File: src/rtl/core/tsip_pkg.sv
package tsip_pkg;

	localparam int FRACTION_BITS = 20;
	localparam int MAG_W = 30 + FRACTION_BITS;
	localparam int BODY_N = 11;

	localparam logic [7:0] CH_DLE = 8'h10;
	localparam logic [7:0] CH_ETX = 8'h03;
	localparam logic [7:0] ID_TIME = 8'h41;
	localparam logic [7:0] ID_VERSION = 8'h45;
	localparam logic [7:0] ID_HEALTH = 8'h46;
	localparam logic [7:0] HEALTH_NEEDS_RESET = 8'h02;
	localparam logic [19:0] WEEK_SECONDS = 20'd604800;
	localparam logic [28:0] EPOCH_OFFSET = 29'd315964800;
	localparam logic [19:0] USEC_PER_SEC = 20'd1000000;

	typedef enum logic [1:0] {
		OP_BYTE = 2'd0,
		OP_INIT = 2'd1,
		OP_REQ  = 2'd2,
		OP_NONE = 2'd3
	} op_t;

	typedef enum logic [1:0] {
		K_INIT = 2'd0,
		K_REQ  = 2'd1,
		K_PKT  = 2'd2,
		K_FERR = 2'd3
	} kind_t;

	localparam logic [2:0] EV_HANDLED = 3'd0;
	localparam logic [2:0] EV_REFUSED = 3'd1;
	localparam logic [2:0] EV_REQ_SENT = 3'd2;
	localparam logic [2:0] EV_TIME_OK = 3'd3;
	localparam logic [2:0] EV_TIME_FAIL = 3'd4;
	localparam logic [2:0] EV_INIT = 3'd5;
	localparam logic [2:0] EV_FRAME_ERR = 3'd6;

	localparam logic [1:0] CMD_NONE = 2'd0;
	localparam logic [1:0] CMD_RESET = 2'd1;
	localparam logic [1:0] CMD_TIME_REQ = 2'd2;
	localparam logic [1:0] CMD_INIT = 2'd3;

	localparam logic [2:0] RX_PREINIT = 3'd0;
	localparam logic [2:0] RX_RESET = 3'd1;
	localparam logic [2:0] RX_SEARCH = 3'd2;
	localparam logic [2:0] RX_READY = 3'd3;
	localparam logic [2:0] RX_QUERY = 3'd4;

	localparam logic [2:0] FLT_OK = 3'd0;
	localparam logic [2:0] FLT_RESET = 3'd1;
	localparam logic [2:0] FLT_SHORT = 3'd2;
	localparam logic [2:0] FLT_OPEN = 3'd3;
	localparam logic [2:0] FLT_BATTERY = 3'd4;

	typedef struct packed {
		kind_t kind;
		logic [BODY_N-1:0][7:0] body;
	} entry_t;

endpackage

File: src/rtl/core/gps_tsip_time_receiver.sv
// TSIP time receiver. Each input item is a receiver byte (s_tuser = 0), an
// init command (1) or a host time request (2); opcode 3 is ignored. A front
// deframer strips DLE stuffing, finds packet ends and pushes init, request,
// packet-end and framing-error work into a four-entry queue; a back engine
// tracks receiver state and fault and writes one result per queued job into
// an output register. Bytes are taken every cycle as long as the queue has
// room. A time packet in query state runs through a three-stage float-to-fixed,
// add and scale path in the back engine, during which the queue holds further
// work; every other job writes its result as it is popped. Bytes before the
// first init command are dropped with no result.
// indoor_mode is held for the init sequence and does not change any result.
module gps_tsip_time_receiver import tsip_pkg::*; (
	input  logic clk,
	input  logic arst_n,
	input  logic cfg_valid,
	output logic cfg_ready,
	input  logic [7:0] cfg_data,   // [0] indoor_mode
	input  logic s_tvalid,
	output logic s_tready,
	input  logic [7:0] s_tdata,    // [7:0] gps_byte
	input  logic [7:0] s_tuser,    // [1:0] opcode
	output logic m_tvalid,
	input  logic m_tready,
	output logic [71:0] m_tdata,   // command, receiver_status, fault, packet_id,
	                               // utc_seconds, utc_microseconds
	output logic [7:0] m_tuser     // [2:0] event_res
);

	logic indoor_mode_q;
	logic push, pop, full, empty;
	entry_t push_data, head;
	logic [2:0] ev;

	// hold the sensitivity choice for the init sequence
	assign cfg_ready = 1'b1;
	always_ff @(posedge clk or negedge arst_n) begin
		if (!arst_n) begin
			indoor_mode_q <= 1'b0;
		end else if (cfg_valid) begin
			indoor_mode_q <= cfg_data[0] | (indoor_mode_q & 1'b0);
		end
	end

	tsip_front u_front (
		.clk(clk), .arst_n(arst_n),
		.in_valid(s_tvalid), .in_op(s_tuser[1:0]), .in_byte(s_tdata),
		.in_ready(s_tready), .push(push), .push_data(push_data), .full(full)
	);

	tsip_queue u_queue (
		.clk(clk), .arst_n(arst_n),
		.push(push), .push_data(push_data), .full(full),
		.pop(pop), .empty(empty), .pop_data(head)
	);

	tsip_back u_back (
		.clk(clk), .arst_n(arst_n),
		.empty(empty), .head(head), .pop(pop),
		.out_valid(m_tvalid), .out_ready(m_tready),
		.out_event(ev), .out_data(m_tdata)
	);

	assign m_tuser = {5'd0, ev};

endmodule

File: src/rtl/core/tsip_front.sv
module tsip_front import tsip_pkg::*; (
	input  logic clk,
	input  logic arst_n,
	input  logic in_valid,
	input  logic [1:0] in_op,
	input  logic [7:0] in_byte,
	output logic in_ready,
	output logic push,
	output entry_t push_data,
	input  logic full
);

	typedef enum logic [1:0] {FR_IDLE, FR_START, FR_BODY, FR_ESC} fr_t;

	fr_t fr_q, fr_n;
	logic init_q, init_n;
	logic [BODY_N-1:0][7:0] body_q, body_n;
	logic [3:0] cnt_q, cnt_n;
	logic acc;

	assign in_ready = !full;
	assign acc = in_valid && !full;

	always_comb begin
		fr_n = fr_q;
		init_n = init_q;
		body_n = body_q;
		cnt_n = cnt_q;
		push = 1'b0;
		push_data.kind = K_PKT;
		push_data.body = body_q;
		if (acc) begin
			case (op_t'(in_op))
				OP_INIT: begin
					fr_n = FR_IDLE;
					init_n = 1'b1;
					push = 1'b1;
					push_data.kind = K_INIT;
				end
				OP_REQ: begin
					push = 1'b1;
					push_data.kind = K_REQ;
				end
				OP_BYTE: begin
					if (init_q) begin
						unique case (fr_q)
							FR_IDLE: begin
								if (in_byte == CH_DLE) begin
									fr_n = FR_START;
								end else begin
									push = 1'b1;
									push_data.kind = K_FERR;
								end
							end
							FR_START: begin
								if (in_byte == CH_ETX) begin
									fr_n = FR_IDLE;
									push = 1'b1;
									push_data.kind = K_FERR;
								end else begin
									body_n = '0;
									body_n[0] = in_byte;
									cnt_n = 4'd1;
									fr_n = FR_BODY;
								end
							end
							FR_BODY: begin
								if (in_byte == CH_DLE) begin
									fr_n = FR_ESC;
								end else if (cnt_q < 4'(BODY_N)) begin
									body_n[cnt_q] = in_byte;
									cnt_n = cnt_q + 4'd1;
								end
							end
							FR_ESC: begin
								if (in_byte == CH_ETX) begin
									fr_n = FR_IDLE;
									push = 1'b1;
									push_data.kind = K_PKT;
								end else begin
									fr_n = FR_BODY;
									// lone DLE keeps itself, then the byte after it
									if (cnt_q < 4'(BODY_N)) begin
										body_n[cnt_q] = CH_DLE;
										cnt_n = cnt_q + 4'd1;
										if (in_byte != CH_DLE && cnt_q < 4'(BODY_N - 1)) begin
											body_n[cnt_q + 4'd1] = in_byte;
											cnt_n = cnt_q + 4'd2;
										end
									end
								end
							end
						endcase
					end
				end
				default: ;
			endcase
		end
	end

	always_ff @(posedge clk or negedge arst_n) begin
		if (!arst_n) begin
			fr_q <= FR_IDLE;
			init_q <= 1'b0;
			cnt_q <= '0;
			body_q <= '0;
		end else begin
			fr_q <= fr_n;
			init_q <= init_n;
			cnt_q <= cnt_n;
			body_q <= body_n;
		end
	end

endmodule

File: src/rtl/core/tsip_queue.sv
module tsip_queue import tsip_pkg::*; (
	input  logic clk,
	input  logic arst_n,
	input  logic push,
	input  entry_t push_data,
	output logic full,
	input  logic pop,
	output logic empty,
	output entry_t pop_data
);

	entry_t mem [4];
	logic [1:0] wr_q, rd_q;
	logic [2:0] cnt_q;

	assign full = cnt_q == 3'd4;
	assign empty = cnt_q == 3'd0;
	assign pop_data = mem[rd_q];

	always_ff @(posedge clk) begin
		if (push) begin
			mem[wr_q] <= push_data;
		end
	end

	always_ff @(posedge clk or negedge arst_n) begin
		if (!arst_n) begin
			wr_q <= '0;
			rd_q <= '0;
			cnt_q <= '0;
		end else begin
			if (push) wr_q <= wr_q + 2'd1;
			if (pop) rd_q <= rd_q + 2'd1;
			cnt_q <= cnt_q + 3'(push) - 3'(pop);
		end
	end

endmodule

File: src/rtl/core/tsip_back.sv
module tsip_back import tsip_pkg::*; (
	input  logic clk,
	input  logic arst_n,
	input  logic empty,
	input  entry_t head,
	output logic pop,
	output logic out_valid,
	input  logic out_ready,
	output logic [2:0] out_event,
	output logic [71:0] out_data
);

	typedef enum logic [1:0] {B_RUN, B_T1, B_T2, B_T3} bst_t;

	localparam logic [63:0] LIM64 = (64'd1 << MAG_W) - 64'd1;
	localparam int SUM_W = MAG_W + 2;
	localparam int WHOLE_W = SUM_W - FRACTION_BITS;

	function automatic logic signed [MAG_W:0] to_fixed(input logic [31:0] w);
		logic [7:0] e;
		logic [23:0] m;
		logic signed [9:0] s;
		logic [63:0] sh;
		logic [MAG_W-1:0] mag;
		e = w[30:23];
		m = {1'b0, w[22:0]};
		if (e == 8'd0) e = 8'd1;
		else m[23] = 1'b1;
		s = $signed({2'b00, e}) - 10'sd150 + 10'(FRACTION_BITS);
		sh = '0;
		if (w[30:23] == 8'hFF) begin
			mag = LIM64[MAG_W-1:0];
		end else if (!s[9]) begin
			if (s > 10'sd40) begin
				mag = LIM64[MAG_W-1:0];
			end else begin
				sh = {40'd0, m} << s[5:0];
				mag = (sh > LIM64) ? LIM64[MAG_W-1:0] : sh[MAG_W-1:0];
			end
		end else begin
			sh = {40'd0, m} >> (-s);
			mag = sh[MAG_W-1:0];
		end
		return w[31] ? -$signed({1'b0, mag}) : $signed({1'b0, mag});
	endfunction

	bst_t st_q;
	logic [2:0] phase_q, fault_q;
	logic [BODY_N-1:0][7:0] tb_q;
	logic [7:0] tid_q;
	logic signed [MAG_W:0] fa_s1, fb_s1;
	logic [35:0] wk_s1, wk_s2;
	logic signed [WHOLE_W-1:0] whole_s2;
	logic [FRACTION_BITS-1:0] frac_s2;
	logic slot;
	logic load_out;

	logic [2:0] ph_n, fl_n, ev_n;
	logic [1:0] cmd_n;
	logic [7:0] id, b1, b2;
	logic to_time;
	logic signed [SUM_W-1:0] sum;
	logic signed [37:0] total;
	logic [FRACTION_BITS+19:0] uprod;

	assign slot = !out_valid || out_ready;
	assign pop = (st_q == B_RUN) && !empty && slot;
	assign load_out = (pop && !to_time) || (st_q == B_T3 && slot);
	assign id = head.body[0];
	assign b1 = head.body[1];
	assign b2 = head.body[2];

	always_comb begin
		ph_n = phase_q;
		fl_n = fault_q;
		ev_n = EV_HANDLED;
		cmd_n = CMD_NONE;
		to_time = 1'b0;
		case (head.kind)
			K_INIT: begin
				ph_n = RX_RESET;
				ev_n = EV_INIT;
				cmd_n = CMD_INIT;
			end
			K_REQ: begin
				if (phase_q == RX_READY && fault_q == FLT_OK) begin
					ph_n = RX_QUERY;
					ev_n = EV_REQ_SENT;
					cmd_n = CMD_TIME_REQ;
				end else begin
					ev_n = EV_REFUSED;
				end
			end
			K_FERR: ev_n = EV_FRAME_ERR;
			default: begin
				if (id == ID_HEALTH) begin
					if (b1 == HEALTH_NEEDS_RESET) begin
						cmd_n = CMD_RESET;
						if (phase_q == RX_QUERY) ev_n = EV_TIME_FAIL;
						fl_n = FLT_RESET;
						ph_n = RX_RESET;
					end else begin
						fl_n = FLT_OK;
					end
					if (b2[7:4] == 4'd3) fl_n = FLT_SHORT;
					else if (b2[7:4] == 4'd1) fl_n = FLT_OPEN;
					else if (b2[0]) fl_n = FLT_BATTERY;
				end
				unique case (ph_n)
					RX_RESET: if (id == ID_VERSION) ph_n = RX_SEARCH;
					RX_SEARCH: if (id == ID_HEALTH && b1 == 8'd0) ph_n = RX_READY;
					RX_READY: if (id == ID_HEALTH && b1 != 8'd0) ph_n = RX_SEARCH;
					RX_QUERY: begin
						if (id == ID_HEALTH && b1 != 8'd0) begin
							ph_n = RX_SEARCH;
							ev_n = EV_TIME_FAIL;
						end else if (id == ID_TIME) begin
							ph_n = RX_READY;
							to_time = 1'b1;
						end
					end
					default: ;
				endcase
			end
		endcase
	end

	assign sum = SUM_W'(fa_s1) + SUM_W'(fb_s1);
	assign total = $signed(38'(EPOCH_OFFSET)) + $signed({2'b00, wk_s2}) + 38'(whole_s2);
	assign uprod = (FRACTION_BITS+20)'(frac_s2) * (FRACTION_BITS+20)'(USEC_PER_SEC);

	always_ff @(posedge clk) begin
		if (pop && to_time) begin
			tb_q <= head.body;
			tid_q <= id;
		end
		fa_s1 <= to_fixed({tb_q[1], tb_q[2], tb_q[3], tb_q[4]});
		fb_s1 <= to_fixed({tb_q[7], tb_q[8], tb_q[9], tb_q[10]});
		wk_s1 <= 36'({tb_q[5], tb_q[6]}) * 36'(WEEK_SECONDS);
		whole_s2 <= sum[SUM_W-1:FRACTION_BITS];
		frac_s2 <= sum[FRACTION_BITS-1:0];
		wk_s2 <= wk_s1;
	end

	always_ff @(posedge clk or negedge arst_n) begin
		if (!arst_n) begin
			st_q <= B_RUN;
			phase_q <= RX_PREINIT;
			fault_q <= FLT_OK;
			out_valid <= 1'b0;
			out_event <= '0;
			out_data <= '0;
		end else begin
			if (load_out) out_valid <= 1'b1;
			else if (out_ready) out_valid <= 1'b0;
			unique case (st_q)
				B_RUN: begin
					if (pop) begin
						phase_q <= ph_n;
						fault_q <= fl_n;
						if (to_time) begin
							st_q <= B_T1;
						end else begin
							out_event <= ev_n;
							out_data <= {20'd0, 36'd0,
								(head.kind == K_PKT) ? id : 8'd0, fl_n, ph_n, cmd_n};
						end
					end
				end
				B_T1: st_q <= B_T2;
				B_T2: st_q <= B_T3;
				B_T3: begin
					if (slot) begin
						st_q <= B_RUN;
						out_event <= EV_TIME_OK;
						if (total < 0) begin
							out_data <= {20'd0, 36'd0, tid_q, fault_q, phase_q, CMD_NONE};
						end else begin
							out_data <= {uprod[FRACTION_BITS+19:FRACTION_BITS], total[35:0],
								tid_q, fault_q, phase_q, CMD_NONE};
						end
					end
				end
			endcase
		end
	end

	a_no_preinit: assert property (@(posedge clk) disable iff (!arst_n)
		$past(phase_q) != RX_PREINIT |-> phase_q != RX_PREINIT)
		else $error("receiver returned to pre-init");
	a_time_ready: assert property (@(posedge clk) disable iff (!arst_n)
		out_valid && out_event == EV_TIME_OK |-> out_data[4:2] == RX_READY)
		else $error("time result without ready status");
	a_no_pop_busy: assert property (@(posedge clk) disable iff (!arst_n)
		st_q != B_RUN |-> !pop)
		else $error("queue popped during time conversion");
	a_t1_entry: assert property (@(posedge clk) disable iff (!arst_n)
		st_q == B_T1 |-> $past(st_q) == B_RUN && $past(pop))
		else $error("time conversion started without a packet");

endmodule
File: config.mk
export PLATFORM = sky130hd
export DESIGN_NAME = gps_tsip_time_receiver
export DESIGN_NICKNAME = d
export VERILOG_FILES = /design/src/rtl/core/tsip_pkg.sv /design/src/rtl/core/gps_tsip_time_receiver.sv /design/src/rtl/core/tsip_front.sv /design/src/rtl/core/tsip_queue.sv /design/src/rtl/core/tsip_back.sv
export SDC_FILE = /design/constraint.sdc
export NUM_CORES = 2
export LEC_CHECK = 0
export ABC_AREA = 0
export BUFFER_PORTS_ARGS = -buffer_cell sky130_fd_sc_hd__buf_2
export CAP_MARGIN = 20
export CORE_MARGIN = 4
export CORE_UTILIZATION = 50
export DETAILED_ROUTE_END_ITERATION = 8
export HOLD_SLACK_MARGIN = 0.1
export PLACE_DENSITY = 0.66
export SYNTH_ARGS = -nofsm -noshare
export SYNTH_HDL_FRONTEND = slang
export SYNTH_HIERARCHICAL = 1
export SYNTH_SLANG_ARGS = --single-unit
File: constraint.sdc
create_clock -name clk -period 14 [get_ports clk]
set_clock_uncertainty 0.1 [all_clocks]
set_input_delay 0.7 -clock clk [delete_from_list [all_inputs] [get_ports clk]]
set_output_delay 0.7 -clock clk [all_outputs]
set_load 0.03 [all_outputs]
* After elaboration in Yosys (flattened, before gate mapping)
Memories as Yosys holds them, arrays and structs flattened.
Index checks and enable logic that the tools add are counted.
** Operators by class
- Add/subtract/negate cells :: 17
- $mul :: 2
- Order comparisons :: 11
- Eq/ne operators :: 41
- Shift operators :: 4
- Muxes and demuxes :: 102
- Bitwise operators :: 3
- Reduce and logical (&&, ||, !) cells :: 41
** Operators with widths (count)
- $mux 88 :: 6
- $mux 50 :: 10
- $mux 72 :: 4
- $pmux 88 s3 :: 1
- $bwmux 88 :: 2
- $pmux 72 s2 :: 1
- $gt 64x50->1 const B :: 2
- $shl 24x6->64 :: 2
- $neg 50->51 :: 2
- $shr 24x10->50 :: 2
- $and 77x77->77 :: 1
- $not 77->77 :: 1
- $mux 3 :: 22
- $demux 8 s4 :: 2
- $add 51x51->52 :: 1
- $mux 8 :: 5
- $add 38x32->38 :: 1
- $lt 38x1->1 const B :: 1
- $add 29x36->37 const A :: 1
- $mul 20x14->34 const B :: 1
- $mul 16x13->29 const B :: 1
- $eq 8x7->1 const B :: 3
- $logic_not 8->1 :: 3
- $mux 2 :: 12
- 52 further kinds :: 134
** Word-level totals
- Bits in registers :: 486
- Memory bits (writable) :: 360
- Bits of input ports :: 29
- Output and inout bits :: 83
- Word-level logic and storage cells :: 264
- Memories :: 1
** Memory list
- u_queue.mem :: depth 4, bits a word 90, rd ports 1, clocked after Yosys merged registers in 0, write ports 1, RTL line tsip_queue.sv:12 : entry_t mem [4];

* Logic depth before layout (Yosys ltp)
- Depth in word-level cells :: 12
- Depth in mapped cells :: 30

* By module
The synthesis kept the hierarchy.
** Modules (own cells, without submodules)
- tsip_back :: instances 1, cells each 3885, area an instance 34589.4 um^2
- tsip_queue :: instances 1, cells each 504, area an instance 13381.6 um^2
- tsip_front :: instances 1, cells each 405, area an instance 4649.5 um^2
- gps_tsip_time_receiver :: instances 1, cells each 8, area an instance 52.6 um^2

* Least setup slack after synthesis
Ideal clock, no wire load.
- Path kind :: flip-flop to flip-flop
- Start point :: register u_back.frac_s2[4]
- End point :: register u_back.out_data[71]
- Library setup time :: 0.121 ns
- Arrival time :: 6.790 ns
- Setup slack :: 6.989 ns
- Cell stages (with the launch flop) :: 26
- Buffers on the path :: 0
- Cells stage by stage :: dfxtp_1 > ha_1 > ha_1 > inv_1 > fa_1 > fa_1 > inv_1 > ha_1 > inv_1 > fa_1 > inv_1 > ha_1 > or4_1 > o221a_2 > a2111oi_0 > o31ai_1 > o41ai_1 > o31ai_1 > or3_1 > and3_1 > a31o_2 > o21a_1 > o21ai_0 > nand2b_1 > xnor2_1 > a22o_1
** Between the ends
- Longest elaborated chain between the ends :: 4
** RTL lines
- start, declared :: RTL line tsip_back.sv:54 : logic [FRACTION_BITS-1:0] frac_s2;
- start signal, assigned :: RTL line tsip_back.sv:141 : frac_s2 <= sum[FRACTION_BITS-1:0];
- $mul 20x14->34 :: RTL line tsip_back.sv:130 : assign uprod = (FRACTION_BITS+20)'(frac_s2) * (FRACTION_BITS+20)'(USEC_PER_SEC);
- $mux 72 :: RTL line tsip_back.sv:176 : if (total < 0) begin
- $mux 72 :: RTL line tsip_back.sv:173 : if (slot) begin
- $pmux 72 s2 :: RTL line tsip_back.sv:156 : unique case (st_q)
- end signal, assigned :: RTL line tsip_back.sv:165 : out_data <= {20'd0, 36'd0,
- end signal, assigned :: RTL line tsip_back.sv:177 : out_data <= {20'd0, 36'd0, tid_q, fault_q, phase_q, CMD_NONE};
- end signal, assigned :: RTL line tsip_back.sv:179 : out_data <= {uprod[FRACTION_BITS+19:FRACTION_BITS], total[35:0],
- end, declared :: RTL line tsip_back.sv:10 : output logic [71:0] out_data
No other way between the ends. The select of a mux whose other input is x is not followed.
A chain may end at the register's enable or synchronous reset.

* Final worst setup path
Same ends and word-level chain as after synthesis.

==> flow_metrics.py <==
metrics = {
    "clock_tree": {
        "htree_levels": 3,
        "cts_buffers": 87,
        "post-cts-setup-buffer-count": 0,
        "clkTransAtPathRegs_ns": 0.06,
        "clockBufferDepth": 3,
        "cts_resized": 0,
        "cts.sinks": 846,
        "cts_root_buffer": "clkbuf_16",
        "clk_latency_ns": 0.68,
        "postCtsHoldBufs": 1,
        "cts_tree": "done",
    },
    "floorplanning": {
        "ios": 112,
        "die_x_um": 333,
        "die_area_um2": 111000,
        "die_h_um": 333,
        "start_util": 0.506,
        "placementRows": 118,
        "coreArea_um2": 104000,
    },
    "setup_path": {
        "critPathMaxStageDelay_ns": 0.64,
        "critical_path_required_ns": 14.45,
        "worstPathArrival_ns": 8.19,
        "critical_path.top_delay_family": "compound AO/OA/AOI/OAI gates",
        "end_kind": "flip-flop",
        "cp_slowest_cell": "o41ai_1",
        "start_kind": "flip-flop",
        "path_class": "flip-flop to flip-flop",
        "rrSetupSlack_ns": 6.27,
        "critPathMaxFanout": 7,
        "cp_num_buf_inv": 4,
    },
    "worst_hold_path": {
        "worstHoldPathType": "flip-flop to flip-flop",
    },
    "grt": {
        "grt_use_met2": 0.386,
        "grtUsageMet3": 0.0386,
        "grt_pass1_vias": 36500,
        "antenna_found_initial": 0,
        "busiest_layer": "met2",
        "grt_use_total": 0.245,
        "grt_max_degree": 93,
        "grt_pass1_wl_um": 217000,
        "gr-usage-met1": 0.355,
        "grt_overflow": 0,
    },
    "synthesis": {
        "ys.flop_type": "edfxtp_1",
        "async_flop_share": 0.220,
        "synth_area_per_cell_um2": 11.0,
        "synth_cells": 4802,
        "ys_top_cells_by_area": "edfxtp_1, dfrtp_1, dfxtp_1",
        "synth_top_area_share": 0.255,
        "seq_area_frac_synth": 0.424,
        "synth_area_leader_cell": "edfxtp_1",
        "synth.distinct_cells": 123,
        "yosysWarnings": 6,
        "ys_ff_latch": 846,
        "synth_area_um2": 52700,
        "synth-edff-count": 448,
    },
    "timing": {
        "worstMarginPinSlew_ns": 0.976,
        "setup_viol": 0,
        "rsz0062_at_grt": "false",
        "setup_tns_ns": 0,
        "timing.hold.ws_ns": 0.194,
        "maxSlewHeadroom": 0.349,
        "fmax_mhz": 129,
        "fin_crit_ns": 7.73,
        "slew_viol_final": 0,
        "finalCritPeriodShare": 0.552,
        "hold_viol": 0,
    },
    "finish": {
        "stdcell_area_um2": 57300,
        "final_util": 0.550,
        "antennaDiodeCount": 0,
        "finalNetCount": 5278,
        "drive_above_1_share": 0.119,
        "syn2layout_area_growth_pct": 8.78,
        "final_cells": 6236,
        "final_cell_mix": "edfxtp_1, nand2_1, ha_1",
        "final_common_cell": "edfxtp_1",
    },
    "routing": {
        "drc_errors": 0,
        "viasPerCell": 6.09,
        "routed_wl_um": 138000,
        "drtIter0Drc": 3778,
        "dr.pass1.iters": 8,
        "num_vias": 38000,
        "wl_per_cell_um": 22.2,
        "ant_nets": 0,
    },
    "run_status": {
        "outcome": "complete, no violations",
    },
    "power_and_ir_drop": {
        "power-per-cell-area_nw_per_um2": 118,
        "p_leak_nw": 23.2,
        "ir_drop_uv": 118,
    },
    "place": {
        "gp_congestion": 0.956,
        "port_buffers": 90,
        "numPlacedInstances": 6071,
        "dp_hpwl_um": 99000,
        "post_dp_cell_area_um2": 54200,
    },
    "job": {
        "drv_cap": 0,
    },
}
[cells by family after synthesis]
family | after synthesis | share of synthesized area
buffers and inverters | 530 | 0.0422
other | 2 | 0.000143
muxes | 269 | 0.0849
xor gates and xnor gates | 236 | 0.0396
DFF | 846 | 0.424
AOI/OAI and AO/OA | 1273 | 0.167
adders and majority gates | 468 | 0.131
and+or+nand+nor | 1178 | 0.111
[Yosys cell counts, drive strengths merged, types with 18 or more instances]
master / instances
mux4: 140
a22oi: 27
o21a: 30
o21ai: 279
and2: 29
dfrtp: 186
fa: 139
a21oi: 284
o22ai: 48
ha: 328
mux2i: 115
nor2b: 36
nand3: 107
dfxtp: 212
nor2: 318
and3: 48
o211ai: 33
inv: 262
a31oi: 41
or2: 35
nand2: 336
xnor2: 150
buf: 105
or3: 34
a21o: 63
o221ai: 18
nor3: 74
a22o: 125
o31ai: 37
a211oi: 39
xor2: 85
nand4: 32
edfxtp: 448
clkbuf: 161
nand2b: 56
[per-layer routing]
| metal | wire length (um) | up-vias | share of wire |
|---|---|---|---|
| li1 | - | 17900 | - |
| met1 | 61600 | 18400 | 0.45 |
| met2 | 63100 | 1456 | 0.46 |
| met3 | 9780 | 231 | 0.071 |
| met4 | 3770 | 0 | 0.027 |
| met5 | 0 | - | 0 |
[metrics by stage]
stage          setup slack [ns]  total power, W
4_1_cts                    6.25         0.00683
3_3_place_gp               6.27         0.00438
2_1_floorplan              6.99         0.00408
6_report                   6.27         0.00676
5_1_grt                    5.62         0.00708
3_5_place_dp               6.28         0.00442
[flip-flops by register name (all words and copies together) (netlist names), 3 cells and up]
signal             cells
u_back/tid_q           8
u_back/wk_s2          29
u_back/frac_s2        20
u_back/fb_s1          51
u_back/tb_q           80
u_back/out_event       3
u_queue/mem          360
u_back/out_data       72
u_front/push_data     88
u_back/phase_q         3
u_back/whole_s2       32
u_front/cnt_q          4
u_back/wk_s1          29
u_back/fault_q         3
u_queue/cnt_q          3
u_back/fa_s1          51
[final cells by class]
class	instances	area, um^2
clock buffer	117	2490
clock inverter	46	557
timing repair buffer	153	947
tap	1380	1730
sequential	846	22400
multi-input combinational	3430	28200
inverter	264	991
fill	8957	46800
[path summary, 6_finish.rpt]
kind                                         from               endpoint  depth (start not counted)
worst min-delay path             u_back/wk_s1[14]       u_back/wk_s2[14]                          0
worst max-delay path            u_back/frac_s2[4]    u_back/out_data[71]                         26
max in group asynchronous                  arst_n  u_front/push_data[58]                          3
min in group asynchronous                  arst_n      u_back/phase_q[1]                          2
worst max register to register  u_back/frac_s2[4]    u_back/out_data[71]                         26
worst min register to register   u_back/wk_s1[14]       u_back/wk_s2[14]                          0
[power breakdown]
group          internal (W)  switching (W)  leakage [nW]
registers           0.00291       0.000158          8.45
logic              0.000547       0.000742          13.2
clock network       0.00142       0.000986          1.50
total               0.00487        0.00189          23.2
Note: power is estimated with default switching activity, not from simulation.
